`config.mk`:
```
export PLATFORM = sky130hd
export DESIGN_NAME = hbc_ctrl
export DESIGN_NICKNAME = d
export VERILOG_FILES = /design/src/sv/hbc_pkg.sv /design/src/sv/hbc_ctrl.sv
export SDC_FILE = /design/constraint.sdc
export NUM_CORES = 1
export LEC_CHECK = 0
export BUFFER_PORTS_ARGS = -buffer_cell sky130_fd_sc_hd__buf_2
export CORE_AREA = 2 2 39 41
export DETAILED_ROUTE_END_ITERATION = 16
export DIE_AREA = 0 0 41 43
export SYNTH_ARGS = -nofsm -noshare
export SYNTH_HDL_FRONTEND = slang
export SYNTH_SLANG_ARGS = --single-unit
```
`constraint.sdc`:
```
create_clock -name clk -period 2.8 [get_ports clk]
set_input_delay 0.42 -clock clk [delete_from_list [all_inputs] [get_ports clk]]
set_output_delay 0.42 -clock clk [all_outputs]
set_load 0.01 [all_outputs]
```
`src/sv/hbc_pkg.sv`:
```
// Package for the sensor history buffer: word types, operation and status codes,
// controller states and the command bundle between controller and datapath.
// Depends on nothing; every other file imports it.
package hbc_pkg;

  // Fixed field widths of the channel words.
  localparam int ID_W   = 16;
  localparam int DATA_W = 32;
  localparam int POS_W  = 6;

  // Operation codes; codes beyond the list behave as show.
  typedef enum logic [2:0] {
    OP_APPEND = 3'd0,
    OP_NEWER  = 3'd1,
    OP_OLDER  = 3'd2,
    OP_CLEAR  = 3'd3,
    OP_SHOW   = 3'd4
  } op_t;

  // Result status codes.
  typedef enum logic [1:0] {
    STS_OK      = 2'd0,
    STS_EMPTY   = 2'd1,
    STS_AT_END  = 2'd2,
    STS_EVICTED = 2'd3
  } status_t;

  // Controller states.
  typedef enum logic [1:0] {
    S_IDLE,
    S_EXEC,
    S_READ,
    S_LOAD
  } state_t;

  // One stored sensor record.
  typedef struct packed {
    logic        [ID_W-1:0]   node_id;
    logic signed [DATA_W-1:0] temperature;
    logic signed [DATA_W-1:0] humidity;
    logic signed [DATA_W-1:0] pressure;
    logic signed [DATA_W-1:0] vibration;
    logic        [DATA_W-1:0] stamp;
  } rec_t;

  // Input word.
  typedef struct packed {
    logic        [2:0]        operation;
    logic        [ID_W-1:0]   node_id;
    logic signed [DATA_W-1:0] temperature;
    logic signed [DATA_W-1:0] humidity;
    logic signed [DATA_W-1:0] pressure;
    logic signed [DATA_W-1:0] vibration;
    logic        [DATA_W-1:0] stamp;
  } in_word_t;

  // Result word.
  typedef struct packed {
    logic        [1:0]        status;
    logic                     has_record;
    logic        [ID_W-1:0]   cur_node_id;
    logic signed [DATA_W-1:0] cur_temperature;
    logic signed [DATA_W-1:0] cur_humidity;
    logic signed [DATA_W-1:0] cur_pressure;
    logic signed [DATA_W-1:0] cur_vibration;
    logic        [DATA_W-1:0] cur_stamp;
    logic        [POS_W-1:0]  position;
    logic        [POS_W-1:0]  record_count;
  } out_word_t;

  // Commands from the controller to the datapath.
  typedef struct packed {
    logic capture;  // latch the accepted input word
    logic exec;     // apply the operation to pointers and store
    logic read;     // read the record under the cursor
    logic load;     // load the result register
  } hbc_cmd_t;

endpackage

```
`src/sv/hbc_ctrl.sv`:
```
// Controller of the sensor history buffer: sequences accept, update, record read
// and result load, and owns the result valid flag. Depends on hbc_pkg.
module hbc_ctrl import hbc_pkg::*; (
  input  logic     clk,
  input  logic     rst_n,
  input  logic     in_valid,
  output logic     in_ready,
  output logic     out_valid,
  input  logic     out_ready,
  output hbc_cmd_t cmd
);

  state_t state_r, state_nxt;
  logic   out_valid_r, out_valid_nxt;
  logic   out_free;

  // The result register may be reloaded once its word is gone or leaves now.
  assign out_free  = !out_valid_r || out_ready;
  assign out_valid = out_valid_r;

  // State and valid flag registers.
  always_ff @(posedge clk) begin
    if (!rst_n) begin
      state_r     <= S_IDLE;
      out_valid_r <= 1'b0;
    end else begin
      state_r     <= state_nxt;
      out_valid_r <= out_valid_nxt;
    end
  end

  // Next state and commands.
  always_comb begin
    state_nxt     = state_r;
    cmd           = '0;
    in_ready      = 1'b0;
    out_valid_nxt = out_valid_r && !out_ready;
    case (state_r)
      S_IDLE: begin
        in_ready = 1'b1;
        if (in_valid) begin
          cmd.capture = 1'b1;
          state_nxt   = S_EXEC;
        end
      end
      S_EXEC: begin
        cmd.exec  = 1'b1;
        state_nxt = S_READ;
      end
      S_READ: begin
        cmd.read  = 1'b1;
        state_nxt = S_LOAD;
      end
      S_LOAD: begin
        if (out_free) begin
          cmd.load      = 1'b1;
          out_valid_nxt = 1'b1;
          state_nxt     = S_IDLE;
        end
      end
      default: begin
        state_nxt = S_IDLE;
      end
    endcase
  end

endmodule

```
==> results.tsv, run 1 <==
stage	metric	value	unit
clock_network	TritonCTS clock tree	built	
power_and_ir_drop	Pleak	0.1598	nW
clock_network	clock sink count	3	
worst_setup_path	CP Data Arrival Time	1.19	ns
clock_network	Clock Tree Root	clkbuf_4	
job	max_cap viols	0	
sta	Worst Skew	0.001299	ns
sta	final hold vios	0	
final_layout	commonest non-fill, non-tap cell in the layout	buf_2	
sta	final setup vio count	0	
final_layout	ant diodes	0	
worst_setup_path	critical path type	flip-flop to output pin	
routing	Final ANT Viol Nets	0	
synthesis	sequential-to-total area share from yosys stat	0.2981	
clock_network	# Post-CTS Setup Buffers	0	
sta	worst slew pin tran	0.1066	ns
grt	met2 usage	0.06875	
routing	initial DRC count	0	
synthesis	Synth top area share	0.2981	
worst_setup_path	Critical Path Fanout Max	4	
synthesis	mapped cell area	201.4	µm²
sta	Tmin final	1.613	ns
routing	DRT Pass-1 Iters	1	
sta	setup_tns	0	ns
final_layout	# fillers	155	
synthesis	Distinct cells, synth	12	
floorplanning	Initial Utilization	0.1456	
routing	wire per inst	7.580	µm
sta	RSZ-0062 raised after global routing	false	
synthesis	yosys warns	0	
routing	WL final	379	µm
routing	post-DR vias/cell	3.500	
power_and_ir_drop	VDD IR max	0.1777	mV
sta	Final Cycle Share	0.5761	
clock_network	PostCTS Resize Cnt	0	
power_and_ir_drop	Pwr Density	1006	nW/µm²
synthesis	Syn Nets	29	
final_layout	Nets	43	
floorplanning	Core Area	1384	µm²
clock_network	htree depth	1	
outcome	outcome	finished, final reports clean	
floorplanning	Die Ht	43	µm
worst_setup_path	worst setup path start	state_r[0]	
synthesis	Area contributors post-synth	dfxtp_1, ha_1, o21a_1	
worst_setup_path	endpoint type of the worst setup path	output pin	
min_path	HP Class	input port to flip-flop	
sta	Max Clock Freq	620.0	MHz
grt	GRT Max-Usage Layer	met4	
grt	largest net degree at the start of global routing	5	
routing	Post-route DRC	0	
clock_network	Skew-Pair Late Insertion Delay	0.23	ns
synthesis	Seq cells post-synth	3	
placement	pre-CTS setup slack	1.422	ns
final_layout	synthesis-to-finish area growth	45.34	%
floorplanning	Die Wd	41	µm
grt	GR Util met1	0.03859	
synthesis	Avg Inst Size Synth	9.593	µm²
floorplanning	io pins	10	
routing	Via Count	175	
sta	min setup slack post-route	1.187	ns
final_layout	most frequent cells in the layout	buf_2, ha_1, inv_1, clkbuf_4, dfxtp_1	
placement	I/O Buffers	9	
grt	GR Overflow Total	0	
min_path	Hold Path Origin	rst_n	
worst_setup_path	Worst Path Required	2.38	ns
worst_setup_path	crit start category	flip-flop	
grt	wire length of the first global-routing pass	538	µm
final_layout	footprint of the multi-input gates	130.1	µm²
floorplanning	die area	1763	µm²
grt	M3 GR Usage	0.03141	
sta	final slew viol count	0	
final_layout	layout cells sized above 1	0.4118	
floorplanning	row cnt	14	
clock_network	Reg clk slew, reported paths	0.04	ns
sta	Max-slew headroom	0.9269	
grt	GRT Total Usage	0.05522	
synthesis	Synth Instances	21	
clock_network	clk buf depth	2	
worst_setup_path	reg-to-reg startpoint	state_r[0]	
clock_network	Hold Buf Count CTS	0	
synthesis	Synth area leader	dfxtp_1	
final_layout	register area	60.06	µm²
grt	vias in the first global route	156	
clock_network	CTS Buf Count	3	
placement	routability congestion estimate	0.6104	
grt	antenna violations before repair	0	
synthesized netlist by cell type (all sizes together):
library cell  count
a21oi             1
and2              1
dfxtp             3
nand2             2
and3b             1
o21a              2
ha                4
nor2b             1
inv               3
o31a              1
mux2i             1
and2b             1
logic make-up (layout without fill, tap and decap cells):
kind of cell / Yosys count / after routing / share of synthesized area
and+or+nand+nor: 6 / 6 / 0.1864
adders and majority gates: 4 / 4 / 0.2485
AOI/OAI and AO/OA: 4 / 4 / 0.1615
DFF: 3 / 3 / 0.2981
buffers and inverters: 3 / 16 / 0.05590
muxes: 1 / 1 / 0.04969
stage by stage:
step,power [mW],cell area [µm²],cells,hold WS (ns),utilization
floorplan,0.1776,201.4,21,0.4677,-
global placement,0.2249,266.5,46,0.4974,0.1926
detailed placement,0.2233,266.5,46,0.5086,0.1926
CTS,0.3038,292.8,50,0.4507,0.2116
global route,0.3235,292.8,50,0.4586,0.2116
finish,0.2945,292.8,50,0.4560,0.2116
worst max-delay path: stages (launching register included):
cell	delay, ns
dfxtp_1	0.37
inv_1	0.08
ha_1	0.24
and2_1	0.14
buf_2	0.13
state kept, by name, indices dropped and copies added, names as in the netlist:
name	count
state_r	2
out_valid	1
cell type report:
class | instances | share of cell area
sequential | 3 | 0.2051
timing repair buffer | 9 | 0.1538
tap | 16 | 0.06838
multi-input combinational | 15 | 0.4444
clock buffer | 4 | 0.08974
inverter | 3 | 0.03846
routing by layer:
metal	wire length, µm	vias up	part of all wire
met4	0	0	0
met1	159	72	0.42
li1	-	97	-
met2	191	6	0.50
met3	28	0	0.074
met5	0	-	0
worst paths after layout:
path | to | slack (ns) | cells after the start
hold / removal | out_valid | 0.46 | 2
hold reg to reg | state_r[1] | 0.50 | 2
setup reg to reg | state_r[0] | 1.61 | 4
setup / recovery | cmd[3] | 1.19 | 4
power by group:
group          switching [mW]  internal [mW]
sequential             0.0165         0.0600
combinational          0.0745         0.0684
clock                  0.0218         0.0534
Note: power is estimated with default switching activity, not from simulation.
==> run 2: changes to the inputs <==
==> constraint.sdc (replaced) <==
create_clock -name clk -period 1.5 [get_ports clk]
set_input_delay 0.225 -clock clk [delete_from_list [all_inputs] [get_ports clk]]
set_output_delay 0.225 -clock clk [all_outputs]
set_load 0.01 [all_outputs]
==> run 2 against run 1 <==
Against the previous run:
- hold slack got worse by 0.21 ns
- largest power group unchanged
- clock power rose by 91%
- combinational power is 94% higher
- setup slack worse by 1.1 ns
- first-iteration DRC count stayed put
- wire length is 9.5% higher
- global-route usage increased by 0.60 points
- cell area up 0.43%
- count of clock-buffer cells in the layout stayed put
- highest routed layer is now met4
==> results.tsv, run 2 (synthesis results as in run 1) <==
stage	metric	value	unit	change
worst_setup_path	endpoint type of the worst setup path	output pin		
sta	Final Cycle Share	0.9383		
placement	I/O Buffers	9		unchanged
final_layout	number of flip-flops in the largest register	2		unchanged
final_layout	most frequent cells in the layout	buf_2, ha_1, inv_1, clkbuf_4		
routing	WL met3	36	µm	+29%
floorplanning	Core Area	1384	µm²	unchanged
routing	metal2 WL	215	µm	+13%
sta	RSZ-0062 raised after global routing	false		
final_layout	Nets	43		unchanged
clock_network	clock sink count	3		unchanged
final_layout	commonest non-fill, non-tap cell in the layout	buf_2		
grt	largest net degree at the start of global routing	5		unchanged
routing	post-DR vias/cell	3.900		+11%
outcome	outcome	finished, final reports clean		
sta	Worst Skew	0.001840	ns	+0.0005406 ns
power_and_ir_drop	VDD IR max	0.3337	mV	+88%
clock_network	Reg clk slew, reported paths	0.04	ns	about the same
grt	GR Overflow Total	0		unchanged
grt	antenna violations before repair	0		unchanged
floorplanning	io pins	10		unchanged
clock_network	TritonCTS clock tree	built		
grt	vias in the first global route	205		+31%
final_layout	layout cells sized above 1	0.4412		+0.02941
sta	final hold vios	0		unchanged
power_and_ir_drop	Pleak	0.1600	nW	+0.16%
worst_setup_path	critical path type	flip-flop to output pin		
routing	initial DRC count	0		unchanged
min_path	HP Class	input port to flip-flop		
sta	final setup vio count	0		unchanged
floorplanning	row cnt	14		unchanged
worst_setup_path	Worst Path Required	1.27	ns	-1.11 ns
routing	Via Count	195		+11%
final_layout	ant diodes	0		unchanged
clock_network	Skew-Pair Late Insertion Delay	0.24	ns	about the same
clock_network	Hold Buf Count CTS	0		unchanged
clock_network	Clock Tree Root	clkbuf_4		
job	max_cap viols	0		unchanged
floorplanning	Initial Utilization	0.1456		unchanged
worst_setup_path	CP Data Arrival Time	1.18	ns	about the same
final_layout	# fillers	160		+3.2%
sta	hold_ws	0.2470	ns	-0.2091 ns
placement	post-DP HPWL	347.6	µm	
routing	highest metal used	met4		
floorplanning	Die Ht	43	µm	unchanged
routing	DRT Pass-1 Iters	1		unchanged
sta	setup_tns	0	ns	unchanged
routing	WL final	415	µm	+9.5%
power_and_ir_drop	Pwr Density	1930	nW/µm²	+92%
sta	Tmin final	1.407	ns	
floorplanning	Die Wd	41	µm	unchanged
clock_network	clk buf depth	2		unchanged
clock_network	CTS Buf Count	3		unchanged
routing	Metal-1 WL	145	µm	-8.8%
sta	worst slew pin tran	0.1538	ns	+0.04720 ns
sta	final slew viol count	0		unchanged
routing	Post-route DRC	0		unchanged
final_layout	synthesis-to-finish area growth	45.96	%	
floorplanning	die area	1763	µm²	unchanged
worst_setup_path	Critical Path Fanout Max	4		unchanged
worst_setup_path	crit start category	flip-flop		
routing	wire per inst	8.300	µm	+9.5%
sta	Max Clock Freq	710.5	MHz	
sta	Max-slew headroom	0.8975		-0.02943
placement	routability congestion estimate	0.5848		-4.2%
routing	Final ANT Viol Nets	0		unchanged
grt	GRT Total Usage	0.06118		+0.005963
final_layout	Biggest register	state_r		
grt	wire length of the first global-routing pass	627	µm	+17%
clock_network	htree depth	1		unchanged
-- run 2: cell type report --
type                            count  area, µm²  share of cell area
Multi-Input combinational cell     15      130.1              0.4426
Sequential cell                     3      61.31              0.2085
Timing Repair Buffer                9      45.04              0.1532
Clock buffer                        4      26.28             0.08936
Tap cell                           16      20.02             0.06809
Inverter                            3      11.26             0.03830
-- run 2: path summary, 6_finish.rpt --
| check | from | endpoint | slack, ns | cells after the start |
|---|---|---|---|---|
| setup reg to reg | state_r[1] | state_r[0] | 0.31 | 4 |
| hold reg to reg | state_r[1] | state_r[1] | 0.50 | 2 |
| setup / recovery | state_r[1] | cmd[3] | 0.09 | 4 |
| hold / removal | rst_n | out_valid | 0.25 | 2 |
-- run 2: metal layers --
layer | up-vias | GRT usage
met3 | 2 | 0.02618
met1 | 90 | 0.02885
li1 | 95 | -
met2 | 8 | 0.1000
met5 | - | 0
met4 | 0 | 0.1000
-- run 2: worst max-delay path, stage by stage (launching register included) --
cell	delay, ns
dfxtp_1	0.36
inv_1	0.08
ha_1	0.23
and2_1	0.15
buf_2	0.13
-- run 2: through the flow --
stage | cell area (µm²) | utilization | instances | worst slack (ns) | total power [mW]
4_1_cts | 292.8 | 0.2116 | 50 | 0.03498 | 0.5840
3_3_place_gp | 266.5 | 0.1926 | 46 | 0.3195 | 0.4240
6_report | 294.0 | 0.2125 | 50 | 0.09260 | 0.5674
5_1_grt | 294.0 | 0.2125 | 50 | 0.001329 | 0.6256
3_5_place_dp | 266.5 | 0.1926 | 46 | 0.2558 | 0.4305
2_1_floorplan | 201.4 | - | 21 | 0.3203 | 0.3315
-- run 2: power breakdown --
group	internal [mW]	switching (mW)
clock	0.0999	0.0446
combinational	0.132	0.146
sequential	0.115	0.0297
total	0.347	0.221
-- run 2: repair_timing --
action                     CTS  global route
setup buffers                0             0
gates resized for setup      0             1
setup endpoints to repair    0             1
